File: src/hw/rtl/hicolor_pixel_crossfade_macros.svh
// Assertion macros shared by the crossfade RTL.
`ifndef HICOLOR_PIXEL_CROSSFADE_MACROS_SVH
`define HICOLOR_PIXEL_CROSSFADE_MACROS_SVH

// Clocked check, masked while reset is asserted.
`define HPC_ASSERT(lbl, prop, msg) \
  lbl: assert property (@(posedge clk_i) disable iff (!rst_ni) (prop)) else $error(msg);

// Clocked implication check, masked while reset is asserted.
`define HPC_ASSERT_IMPL(lbl, ante, cons, msg) \
  `HPC_ASSERT(lbl, (ante) |-> (cons), msg)

`endif

File: src/hw/rtl/hpc_pkg.sv
// Types, constants and per-byte blend terms for the hicolor crossfade.
package hpc_pkg;

  localparam int unsigned PixW    = 16;
  localparam int unsigned LevelW  = 7;
  localparam int unsigned CfgIdxW = 2;
  localparam int unsigned CfgDatW = 7;
  localparam int unsigned SumW    = 32;

  localparam logic [LevelW-1:0] LevelFull = 7'd64;

  localparam logic [SumW-1:0] Mask565 = 32'hFC1F03E0;
  localparam logic [SumW-1:0] Mask555 = 32'hF81F07C0;
  localparam int unsigned     Shift565 = 5;
  localparam int unsigned     Shift555 = 6;

  localparam logic [7:0] MaskLoBlue  = 8'h1F;
  localparam logic [7:0] MaskLoGreen = 8'hE0;
  localparam logic [7:0] MaskHiRed   = 8'hF8;
  localparam logic [7:0] MaskHiRed5  = 8'h7C;
  localparam logic [7:0] MaskHiGrn6  = 8'h07;
  localparam logic [7:0] MaskHiGrn5  = 8'h03;

  typedef enum logic {
    Rgb565 = 1'b0,
    Rgb555 = 1'b1
  } fmt_e;

  typedef enum logic [CfgIdxW-1:0] {
    CfgPixelFormat = 2'd0,
    CfgFadeLevel   = 2'd1
  } cfg_idx_e;

  // Low byte: blue in lane 0, green in lane 21.
  function automatic logic [SumW-1:0] low_term(fmt_e fmt, logic [7:0] c,
                                               logic [LevelW-1:0] lvl);
    logic [14:0] pb;
    logic [14:0] pg;
    logic [14:0] b;
    logic [14:0] g;
    pb = 15'(c & MaskLoBlue) * 15'(lvl);
    pg = 15'(c & MaskLoGreen) * 15'(lvl);
    if (fmt == Rgb565) begin
      b = pb >> 1;
      g = pg >> 6;
    end else begin
      b = pb;
      g = pg >> 5;
    end
    return SumW'(b) | (SumW'(g) << 21);
  endfunction

  // High byte: red in lane 10/11, green bits in lane 21.
  function automatic logic [SumW-1:0] high_term(fmt_e fmt, logic [7:0] c,
                                                logic [LevelW-1:0] lvl);
    logic [14:0]     pr;
    logic [14:0]     pg;
    logic [SumW-1:0] g;
    logic [SumW-1:0] r;
    if (fmt == Rgb565) begin
      pg = 15'(c & MaskHiGrn6) * 15'(lvl);
      pr = 15'(c & MaskHiRed) * 15'(lvl);
      g  = SumW'(pg) << 2;
      r  = SumW'(pr >> 3) << 10;
    end else begin
      pg = 15'(c & MaskHiGrn5) * 15'(lvl);
      pr = 15'(c & MaskHiRed5) * 15'(lvl);
      g  = SumW'(pg) << 3;
      r  = SumW'(pr >> 3) << 11;
    end
    return r | (g << 21);
  endfunction

endpackage

File: src/hw/rtl/hicolor_pixel_crossfade.sv
// Top level of the hicolor pixel crossfade: two-stage blend pipeline.
//
//  channel  | direction | handshake               | payload
//  ---------+-----------+-------------------------+----------------------------
//  in       | sink      | in_valid_i / in_stall_o | new_pixel_i, old_pixel_i
//  out      | source    | out_valid_o/out_stall_i | blended_pixel_o
//  cfg      | sink      | cfg_valid_i/cfg_ready_o | cfg_index_i, cfg_data_i
//
// One item per clock while the output is not stalled; an item passes
// through the input register, then the result register, before its
// result is valid for the output handshake.
// The blend itself sits between those two registers: eight narrow products,
// a four-way 32-bit add, mask, fold and shift.
// in_stall_o follows a stalled output in the same cycle, but only while both
// registers hold an item; with the input stage empty an item is still taken
// while a finished result waits.
// rst_ni clears both valid flags and the config (RGB565, level 0).
`include "hicolor_pixel_crossfade_macros.svh"

module hicolor_pixel_crossfade (
  input  logic                         clk_i,
  input  logic                         rst_ni,
  // item input
  input  logic                         in_valid_i,
  output logic                         in_stall_o,
  input  logic [hpc_pkg::PixW-1:0]     new_pixel_i,
  input  logic [hpc_pkg::PixW-1:0]     old_pixel_i,
  // item output
  output logic                         out_valid_o,
  input  logic                         out_stall_i,
  output logic [hpc_pkg::PixW-1:0]     blended_pixel_o,
  // config writes
  input  logic                         cfg_valid_i,
  output logic                         cfg_ready_o,
  input  logic [hpc_pkg::CfgIdxW-1:0]  cfg_index_i,
  input  logic [hpc_pkg::CfgDatW-1:0]  cfg_data_i
);

  // ---------------------------------------------------------------- config
  hpc_pkg::fmt_e                    fmt_q;
  logic [hpc_pkg::LevelW-1:0]       level_q;

  assign cfg_ready_o = 1'b1;

  always_ff @(posedge clk_i or negedge rst_ni) begin
    if (!rst_ni) begin
      fmt_q   <= hpc_pkg::Rgb565;
      level_q <= '0;
    end else if (cfg_valid_i && cfg_ready_o) begin
      case (hpc_pkg::cfg_idx_e'(cfg_index_i))
        hpc_pkg::CfgPixelFormat: fmt_q   <= hpc_pkg::fmt_e'(cfg_data_i[0]);
        hpc_pkg::CfgFadeLevel:   level_q <= cfg_data_i[hpc_pkg::LevelW-1:0];
        default: ;  // unknown index: write dropped
      endcase
    end
  end

  // Levels 65..127 saturate to full; bit 6 set means at least 64.
  logic [hpc_pkg::LevelW-1:0] lvl_new;
  logic [hpc_pkg::LevelW-1:0] lvl_old;

  assign lvl_new = level_q[hpc_pkg::LevelW-1] ? hpc_pkg::LevelFull : level_q;
  assign lvl_old = hpc_pkg::LevelFull - lvl_new;

  // ---------------------------------------------------------- handshakes
  logic s1_valid_q;
  logic out_valid_q;
  logic out_en;
  logic s1_en;
  logic in_acc;

  assign out_en     = !out_valid_q || !out_stall_i;
  assign s1_en      = !s1_valid_q || out_en;
  assign in_stall_o = !s1_en;
  assign in_acc     = in_valid_i && s1_en;

  // --------------------------------------------------------- input stage
  logic [hpc_pkg::PixW-1:0] new_q;
  logic [hpc_pkg::PixW-1:0] old_q;

  always_ff @(posedge clk_i or negedge rst_ni) begin
    if (!rst_ni) begin
      s1_valid_q <= 1'b0;
    end else if (s1_en) begin
      s1_valid_q <= in_valid_i;
    end
  end

  always_ff @(posedge clk_i) begin
    if (in_acc) begin
      new_q <= new_pixel_i;
      old_q <= old_pixel_i;
    end
  end

  // ---------------------------------------------------------- blend math
  // Packed lanes: blue at bit 0, red at bit 10/11, green at bit 21.
  logic [hpc_pkg::SumW-1:0] sum;
  logic [hpc_pkg::SumW-1:0] masked;
  logic [hpc_pkg::SumW-1:0] folded;
  logic [hpc_pkg::SumW-1:0] shifted;
  logic [hpc_pkg::PixW-1:0] blended_d;

  always_comb begin
    sum = hpc_pkg::low_term(fmt_q, new_q[7:0], lvl_new)
        + hpc_pkg::high_term(fmt_q, new_q[15:8], lvl_new)
        + hpc_pkg::low_term(fmt_q, old_q[7:0], lvl_old)
        + hpc_pkg::high_term(fmt_q, old_q[15:8], lvl_old);
    masked  = sum & ((fmt_q == hpc_pkg::Rgb565) ? hpc_pkg::Mask565 : hpc_pkg::Mask555);
    folded  = masked | (masked >> 16);
    shifted = (fmt_q == hpc_pkg::Rgb565) ? (folded >> hpc_pkg::Shift565)
                                         : (folded >> hpc_pkg::Shift555);
    blended_d = shifted[hpc_pkg::PixW-1:0];
  end

  // -------------------------------------------------------- result stage
  logic [hpc_pkg::PixW-1:0] blended_q;

  always_ff @(posedge clk_i or negedge rst_ni) begin
    if (!rst_ni) begin
      out_valid_q <= 1'b0;
    end else if (out_en) begin
      out_valid_q <= s1_valid_q;
    end
  end

  always_ff @(posedge clk_i) begin
    if (out_en && s1_valid_q) begin
      blended_q <= blended_d;
    end
  end

  assign out_valid_o     = out_valid_q;
  assign blended_pixel_o = blended_q;

  // ---------------------------------------------------------- assertions
  `HPC_ASSERT(a_no_overrun,
    !(in_acc && s1_valid_q && out_valid_q && out_stall_i),
    "item taken while both stages blocked")
  `HPC_ASSERT_IMPL(a_accept_fills, in_acc, ##1 s1_valid_q,
    "accepted item did not land in input stage")
  `HPC_ASSERT(a_weights_sum, (lvl_new + lvl_old) == hpc_pkg::LevelFull,
    "blend weights do not add to full level")
  `HPC_ASSERT_IMPL(a_555_top_bit, s1_valid_q && fmt_q == hpc_pkg::Rgb555,
    !blended_d[hpc_pkg::PixW-1], "RGB555 result has bit 15 set")

endmodule
File: config.mk
export PLATFORM = sky130hd
export DESIGN_NAME = hicolor_pixel_crossfade
export DESIGN_NICKNAME = d
export VERILOG_FILES = /design/src/hw/rtl/hpc_pkg.sv /design/src/hw/rtl/hicolor_pixel_crossfade.sv
export VERILOG_INCLUDE_DIRS = /design/src /design/src/hw/rtl
export SDC_FILE = /design/constraint.sdc
export NUM_CORES = 1
export LEC_CHECK = 0
export BUFFER_PORTS_ARGS = -buffer_cell sky130_fd_sc_hd__buf_2
export CORE_ASPECT_RATIO = 0.75
export CORE_MARGIN = 3
export CORE_UTILIZATION = 47
export CTS_BUF_LIST = sky130_fd_sc_hd__clkbuf_4 sky130_fd_sc_hd__clkbuf_8 sky130_fd_sc_hd__clkbuf_16
export CTS_CLUSTER_SIZE = 40
export DETAILED_ROUTE_END_ITERATION = 6
export PLACE_DENSITY = 0.63
export RECOVER_POWER = 100
export SYNTH_ARGS = -nofsm -noshare
export SYNTH_HDL_FRONTEND = slang
export SYNTH_SLANG_ARGS = --single-unit
File: constraint.sdc
create_clock -name clk_i -period 10.55 [get_ports clk_i]
set_clock_uncertainty 0.05 [all_clocks]
set_input_delay 1.055 -clock clk_i [delete_from_list [all_inputs] [get_ports clk_i]]
set_output_delay 1.055 -clock clk_i [all_outputs]
set_load 0.005 [all_outputs]
### Yosys cells after proc, flatten, opt, wreduce, memory -nomap -nowiden

Cells that the tools add are included.

| cells by class | value |
|---|---|
| bitwise gates (word level) | 6 |
| add/sub/neg operators | 4 |
| $mul | 12 |
| order comparisons | 0 |
| equal/unequal tests | 1 |
| multiplexer cells | 11 |
| shift-type cells | 0 |
| reduce and logical (&&, ||, !) cells | 11 |
| divide/modulo/power cells | 0 |

Operators with widths:

| cell | count |
|---|---|
| 5-bit by 7-bit multiplier with 12-bit output | 6 |
| 32-bit adder | 2 |
| 32-bit by 31-bit adder with 32-bit output | 1 |
| 32-bit AND | 1 |
| 15-bit by 32-bit OR with 32-bit output | 1 |
| 22-bit by 32-bit OR with 32-bit output | 1 |
| 23-bit by 32-bit OR with 32-bit output | 1 |
| 15-bit by 31-bit OR with 31-bit output | 1 |
| 27-bit 2-to-1 mux | 1 |
| 23-bit 2-to-1 mux | 1 |
| 11-bit 2-to-1 mux | 2 |
| 22-bit 2-to-1 mux | 1 |
| 22-bit by 16-bit OR with 22-bit output | 1 |
| 3-bit by 7-bit multiplier with 10-bit output | 2 |
| 10-bit 2-to-1 mux | 2 |
| 3-bit by 7-bit multiplier with 9-bit output | 2 |
| 2-bit by 7-bit multiplier with 8-bit output | 2 |
| 16-bit 2-to-1 mux | 1 |
| 15-bit 2-to-1 mux | 1 |
| 12-bit 2-to-1 mux | 1 |
| 7-bit 2-to-1 mux | 1 |
| 7-bit subtractor (first input constant) | 1 |
| 1-bit logical NOT | 4 |
| 2-bit AND reduction | 2 |
| other kinds (4) | 6 |

| word-level totals | value |
|---|---|
| bits in registers | 58 |
| bits in read-only memories | 0 |
| bits in latches | 0 |
| word-level logic and storage cells | 52 |
| output and inout bits | 19 |
| memories | 0 |
| RAM bits | 0 |

### Logic depth before layout (Yosys ltp)

Gate-level depths: netlist of the first run.

| depth | value |
|---|---|
| word-level depth | 10 |
| mapped depth | 36 |

### Worst setup path before layout of the first run

Ideal clock, no wire load.

| path | value |
|---|---|
| path kind | reg2reg |
| start | register level_q[6] (netlist bit) |
| end | register blended_q (netlist bit blended_pixel_o[10]) (data pin) |
| required time | 10.228 ns |
| path buffers | 4 |
| cell stages (with the launch flop) | 36 |
| path slack | 2.082 ns |
| arrival | 8.146 ns |
| clock period less this slack | 8.468 ns |
| cell sequence | dfrtp_1 > buf_6 > buf_2 > nor2b_1 > clkbuf_1 > inv_1 > ha_1 > xnor2_1 > clkbuf_1 > and2_1 > fa_1 > fa_1 > inv_1 > fa_1 > inv_1 > ha_1 > a21oi_1 > o21ai_0 > a21oi_1 > o21ai_0 > a31oi_1 > xnor2_1 > mux2_2 > fa_1 > inv_1 > fa_1 > inv_1 > ha_1 > a21o_1 > a221o_1 > o21bai_1 > a221o_1 > a21o_1 > a31o_1 > xnor2_1 > mux2i_1 |

| between the ends | value |
|---|---|
| longest elaborated chain between the ends | 10 |
| elaborated cells on any way between the ends | 32 |

RTL lines:

| item | RTL line | text |
|---|---|---|
| start: declaration | hicolor_pixel_crossfade.sv:41 | `logic [hpc_pkg::LevelW-1:0] level_q;` |
| start signal: assignment | hicolor_pixel_crossfade.sv:52 | `hpc_pkg::CfgFadeLevel: level_q <= cfg_data_i[hpc_pkg::LevelW-1:0];` |
| 7-bit 2-to-1 mux (*) | hicolor_pixel_crossfade.sv:62 | `assign lvl_new = level_q[hpc_pkg::LevelW-1] ? hpc_pkg::LevelFull : level_q;` |
| 5-bit by 7-bit multiplier with 12-bit output, or another cell as far along | hpc_pkg.sv:41 | `pb = 15'(c & MaskLoBlue) * 15'(lvl);` |
| 12-bit 2-to-1 mux, or another cell as far along | hpc_pkg.sv:43 | `if (fmt == Rgb565) begin` |
| 15-bit by 32-bit OR with 32-bit output, or another cell as far along | hpc_pkg.sv:50 | `return SumW'(b) \| (SumW'(g) << 21);` |
| 32-bit adder / 15-bit by 31-bit OR with 31-bit output (equally long branches) | hicolor_pixel_crossfade.sv:106, hpc_pkg.sv:50 |  |
| 32-bit by 31-bit adder with 32-bit output | hicolor_pixel_crossfade.sv:107 | `+ hpc_pkg::low_term(fmt_q, old_q[7:0], lvl_old)` |
| 32-bit adder (*) | hicolor_pixel_crossfade.sv:108 | `+ hpc_pkg::high_term(fmt_q, old_q[15:8], lvl_old);` |
| 32-bit AND (*) | hicolor_pixel_crossfade.sv:109 | `masked = sum & ((fmt_q == hpc_pkg::Rgb565) ? hpc_pkg::Mask565 : hpc_pkg::Mask555);` |
| 22-bit by 16-bit OR with 22-bit output (*) | hicolor_pixel_crossfade.sv:110 | `folded = masked \| (masked >> 16);` |
| 16-bit 2-to-1 mux (*) | hicolor_pixel_crossfade.sv:111 | `shifted = (fmt_q == hpc_pkg::Rgb565) ? (folded >> hpc_pkg::Shift565)` |
| named net shifted, one bit | hicolor_pixel_crossfade.sv:101 | `logic [hpc_pkg::SumW-1:0] shifted;` |
| end signal: assignment | hicolor_pixel_crossfade.sv:129 | `blended_q <= blended_d;` |
| end: declaration | hicolor_pixel_crossfade.sv:117 | `logic [hpc_pkg::PixW-1:0] blended_q;` |

Mark *: on every way through the listed nets, which the timed path passes. The rest lies on a longest branch.
A chain may end at the register's enable or synchronous reset.

### Worst setup path after layout of the first run

Same ends and word-level chain as after synthesis.

==> qor.csv, run 1 <==
metric;value;unit
DRT iter0 DRCs;491;
initial antenna violation count;0;
Max Root-Sink Buffers;2;
antenna cells;0;
DR WL/cell;16.6;um
Pins Over Slew Limit;109;
Max Cap Viol;3;
Max FO, Critical Path;18;
worst reg-to-reg path cell count;29;
Port-buffer cells;63;
Layout area overhead;7.47;%
CTS resizes;0;
Ys Warns;0;
layout cell share with drive strength beyond 1;7.23;%
Final Instance Count excl. Fillers;1941;
endpoints failing setup;0;
post-synth design cell area;0.0133;mm2
reg2reg end;blended_pixel_o[10];
area of the die;0.0304;mm2
worst r2r src;level_q[6];
Die Span X;200;um
number of global-route vias before repair;10341;
max frequency;0.107;GHz
core box area;0.0274;mm2
Cell variety after synth;74;
status;finished with violations;
CTS Hold Bufs;0;
unrepaired setup endpoints after global routing;false;
Worst slew margin;-108;%
setup ws final;1170;ps
most frequent cells in the layout;inv_1, ha_1, nand2_1;
GR Util All Layers;21.7;%
dpl cell area;0.0140;mm2
TNS Setup;0;ps
most used cell, CP;ha_1;
Slew @ Worst Pin;3090;ps
prevailing post-synth register cell;edfxtp_1;
type of origin of the critical path;flop;
fin crit share;88.9;%
commonest non-fill, non-tap cell in the layout;inv_1;
R2R setup slack;1170;ps
num rows;52;
number of synthesized register bits;58;
placed wire-length estimate;26600;um
Initial DRT Pass Iterations;5;
Avg Synthesized Cell Area;8.79;um2
crit-path max cell delay;1050;ps
# DRC;0;
failing checks;capacitance limit, slew limit;
clk_lat worst skew;360;ps
Final ANT Viol Nets;0;
Setup WS pre-CTS;1570;ps
Hold Path End;out_valid_o;
Clock Sinks;58;
largest net degree at the start of global routing;81;
WP buf/inv;4;
io pins;65;
vias per inst;5.32;
Crit-path slowest cell;o41ai_1;
drt total wl;32200;um
Final min period;9380;ps
grt total ovfl;0;
Placer Congestion;0.908;
delay-heaviest family, CP;adder cells;
syn nets;1919;
nets;1963;
ys async rst share;17.2;%
Die Y;152;um
via count;10318;
placed cell count;1925;
Initial Utilization;48.6;%
CTS buffer count;9;
sequential cell area fraction in the yosys report;12.7;%
Worst-path clk slew;60;ps
Post-synth EDFFs;48;
worst hold path stage count;1;
Area contributors post-synth;ha_1, fa_1, edfxtp_1, inv_1, and2_1;
Gate Count Post-Synth;1514;
Setup crit end kind;flop;
global-route wire length before repair;52900;um
Clock Root Buffer;clkbuf_16;
Hold Violations, Final;0;
Worst Hold Class;flop to flop;
largest area contributor in the netlist;ha_1;
H-tree depth;3;
Synth top area share;21.0;%
post-route cell area;0.0143;mm2
post-CTS setup buffers;0;
CP arrival;9320;ps
TritonCTS clock tree;yes;
Hold Startpoint;s1_valid_q;
CP Class;flop to flop;
Crit path required time;10490;ps
==> final cells by class <==
type / count / area [um2]
inverter: 240 / 901
sequential: 58 / 1700
clock inverter: 7 / 101
fill: 2595 / 13100
clock buffer: 9 / 225
tap: 378 / 473
multi-input combinational: 1172 / 10500
timing repair buffer: 77 / 394
==> cells in the mapped netlist, drive strengths merged (6+ instances only) <==
library cell,instances
a21oi,81
a21o,40
or3,9
nand3,10
inv,239
clkbuf,33
mux2,29
xor2,28
fa,136
a31oi,8
o21bai,15
buf,11
o21ai,58
and3,6
nor2b,15
a211oi,8
edfxtp,48
and2,116
ha,223
a21boi,11
o21a,10
mux2i,16
nand2,175
xnor2,48
nor2,56
nor3,9
dfrtp,10
==> cell families after synthesis <==
kind of cell | Yosys count | synth area share, %
AO/OA/AOI/OAI | 270 | 13.2
XOR/XNOR | 78 | 5.34
adder cells (fa/ha/maj) | 359 | 41.4
buffers and inverters | 284 | 8.12
flip-flops | 58 | 12.7
multiplexers | 45 | 3.66
other | 1 | 0.0282
AND/OR/NAND/NOR | 419 | 15.5
==> worst max path at each step <==
| stage | cells past startpoint | endpoint | start | slack, ps |
|---|---|---|---|---|
| 6_report | 29 | blended_pixel_o[10] | level_q[6] | 1170 |
| 5_1_grt | 31 | blended_pixel_o[8] | level_q[6] | 470 |
| 4_1_cts | 31 | blended_pixel_o[8] | level_q[6] | 1520 |
| 2_1_floorplan | 35 | blended_pixel_o[10] | level_q[6] | 2080 |
| 3_5_place_dp | 31 | blended_pixel_o[5] | level_q[6] | 1570 |
| 3_3_place_gp | 30 | blended_pixel_o[8] | level_q[6] | 1760 |
==> flip-flops by register name (all words and copies together), names as in the netlist <==
| name | flops |
|---|---|
| out_valid_o | 1 |
| old_q | 16 |
| new_q | 16 |
| s1_valid_q | 1 |
| level_q | 7 |
| fmt_q | 1 |
| blended_pixel_o | 16 |
==> stage by stage <==
step	hold WS (ps)	utilization (%)
finish	441	52.2
global route	472	52.2
CTS	447	52.4
detailed placement	420	51.2
global placement	419	51.2
floorplan	393	-
==> layer usage <==
layer,GRT usage [%],share of wire (%),vias to the layer above,routed length [um]
met1,31.1,50,4942,16000
li1,-,-,5120,-
met5,0,0,-,0
met3,3.84,5.1,36,1660
met4,5.27,1.8,0,575
met2,34.4,43,220,14000
==> worst register-to-register path: cells and delay by family (launching register included) <==
kind                       cells  cell delay, ps
DFF                            1             480
AOI/OAI and AO/OA              7            2540
xor gates and xnor gates       3            1170
buffers and inverters          4             640
adders and majority gates      8            2900
muxes                          2             380
and+or+nand+nor                5             820
Power of run 1 is left out: the tool's default activity adds up to more than one toggle a clock period on the data nets, which glitch-free logic cannot reach.
==> run 2: changes to the inputs <==
Settings changed: ABC_AREA from default to 1, BUFFER_PORTS_ARGS -buffer_cell sky130_fd_sc_hd__buf_2 to -buffer_cell sky130_fd_sc_hd__buf_4, CAP_MARGIN from default to 20.
==> run 2 against run 1 <==
  * Sequential share of layout area is 0.41 points lower
  * Via count is 16% higher
  * Hold slack worse by 25 ps
  * The flow still finishes with violations (capacitance limit, slew limit)
  * Routed wire length is 18% higher
  * Clock-buffer cell count is 3 higher
  * Critical path type unchanged
  * First-iteration DRC count is 94% higher
==> qor.csv, run 2 <==
metric;value;unit;change
Gate Count Post-Synth;1861;;+23%
largest net degree at the start of global routing;72;;-11%
number of synthesized register bits;58;;unchanged
io pins;65;;unchanged
prevailing post-synth register cell;edfxtp_1;;
Layout area overhead;8.27;%;
clk_lat worst skew;370;ps;about the same
Hold Violations, Final;0;;unchanged
vias per inst;5.19;;-2.3%
antenna cells;0;;unchanged
crit-path max cell delay;650;ps;-400 ps
Synth top cells by count;nand2_1, inv_1, ha_1;;
# DRC;0;;unchanged
CTS buffer count;9;;unchanged
static leakage;8.31;nW;
area of the die;0.0312;mm2;+2.7%
most used cell, CP;nand2_1;;
Power Total;4.91;mW;
initial antenna violation count;0;;unchanged
Crit-path slowest cell;fa_1;;
Final ANT Viol Nets;0;;unchanged
Initial DRT Pass Iterations;5;;unchanged
nets;2311;;+18%
post-synth design cell area;0.0137;mm2;+2.8%
Final min period;8840;ps;-539 ps
peak supply drop;220;uV;
dpl cell area;0.0145;mm2;+3.6%
sequential cell area fraction in the yosys report;12.4;%;-0.35 points
Port-buffer cells;63;;unchanged
Synth top area share;20.4;%;-0.58 points
status;finished with violations;;
Ys Warns;0;;unchanged
Initial Utilization;48.3;%;-0.26 points
num rows;53;;+1.9%
Clock Sinks;58;;unchanged
Crit path required time;10610;ps;+120 ps
grt total ovfl;0;;unchanged
Worst slew margin;-130;%;-23 points
Cell variety after synth;46;;-38%
Placer Congestion;0.962;;+5.9%
DRT iter0 DRCs;953;;+94%
Avg Synthesized Cell Area;7.35;um2;-16%
GR Util All Layers;24.9;%;+3.2 points
post-CTS setup buffers;0;;unchanged
Die Span X;203;um;+1.4%
CP arrival;8900;ps;-420 ps
Die Y;154;um;+1.4%
Max FO, Critical Path;16;;-2
fin crit share;83.8;%;-5.1 points
Max Root-Sink Buffers;2;;unchanged
Area contributors post-synth;ha_1, fa_1, nand2_1, edfxtp_1, inv_1;;
Setup crit end kind;flop;;
filler cell count in the final layout;2775;;+6.9%
syn nets;2266;;+18%
Slew @ Worst Pin;3460;ps;+369 ps
R2R setup slack;1710;ps;+540 ps
failing checks;capacitance limit, slew limit;;
Post-synth EDFFs;48;;unchanged
Worst-path clk slew;60;ps;about the same
layout cell share with drive strength beyond 1;5.65;%;-1.6 points
Max Cap Viol;2;;-1
via count;11919;;+16%
ys async rst share;17.2;%;unchanged
DR WL/cell;16.6;um;-0.14%
Clock Root Buffer;clkbuf_16;;
PwrDens;331;mW/mm2;
Pins Over Slew Limit;105;;-3.7%
max frequency;0.113;GHz;+6.1%
count leader, synth;nand2_1;;
drt total wl;38000;um;+18%
CP Class;flop to flop;;
global-route wire length before repair;61100;um;+15%
post-route cell area;0.0148;mm2;+3.6%
endpoints failing setup;0;;unchanged
CTS resizes;0;;unchanged
commonest non-fill, non-tap cell in the layout;nand2_1;;
number of global-route vias before repair;11418;;+10%
TNS Setup;0;ps;unchanged
H-tree depth;3;;unchanged
core box area;0.0283;mm2;+3.4%
Worst Hold Class;flop to flop;;
placed wire-length estimate;32300;um;+21%
largest area contributor in the netlist;ha_1;;
TritonCTS clock tree;yes;;
most frequent cells in the layout;nand2_1, inv_1, ha_1;;
type of origin of the critical path;flop;;
CTS Hold Bufs;0;;unchanged
unrepaired setup endpoints after global routing;false;;
==> run 2: cell families after synthesis <==
logic type	Yosys count	share of synthesized area (%)
and+or+nand+nor	702	21.0
xor gates and xnor gates	45	2.88
muxes	19	1.43
other	1	0.0274
buffers and inverters	423	11.8
AOI/OAI and AO/OA	254	10.2
adders and majority gates	359	40.3
DFF	58	12.4
==> run 2: per-layer routing <==
layer	global-route usage, %	part of all wire, %	up-vias
li1	-	-	5993
met1	38.9	50	5507
met2	35.1	40	393
met3	5.84	8.5	26
met4	4.42	1.3	0
met5	0	0	-
==> run 2: cell type report <==
type                            count  area, um2  area share, %
Clock inverter                      4       31.3          0.211
Clock buffer                       12        278           1.87
Tap cell                          385        482           3.25
Sequential cell                    58       1700           11.4
Timing Repair Buffer               71        507           3.42
Multi-Input combinational cell   1380      10400           70.0
Inverter                          386       1450           9.78
==> run 2: path summary, 6_finish.rpt <==
kind	cells after the start	endpoint	start
worst min register to register	2	out_valid_o	s1_valid_q
max in group asynchronous	1	fmt_q	rst_ni
worst min-delay path	2	out_valid_o	s1_valid_q
worst max-delay path	32	blended_pixel_o[13]	level_q[6]
worst max register to register	32	blended_pixel_o[13]	level_q[6]
min in group asynchronous	1	level_q[6]	rst_ni
==> run 2: through the flow <==
step	util [%]	hold slack (ps)	setup slack [ps]	instances
after floorplan	-	383	3170	1861
after global placement	51.3	407	2300	2279
after detailed placement	51.3	421	2080	2279
after CTS	52.4	430	2060	2295
after global routing	52.3	455	986	2296
final	52.3	416	1710	2296
==> run 2: critical path, delay by kind of cell, from the launching register on <==
kind	cells	cell delay, ps
compound gates	6	1120
fa+ha+maj	8	3930
xor+xnor	1	110
flops	1	490
simple gates	13	2270
buf+inv	4	630
==> run 2: power breakdown <==
part / internal [mW] / switching (mW) / total (mW)
clock network: 0.187 / 0.131 / 0.318
registers: 0.372 / 0.0346 / 0.406
logic: 1.51 / 2.67 / 4.18
(Power assumes the default switching activity.)
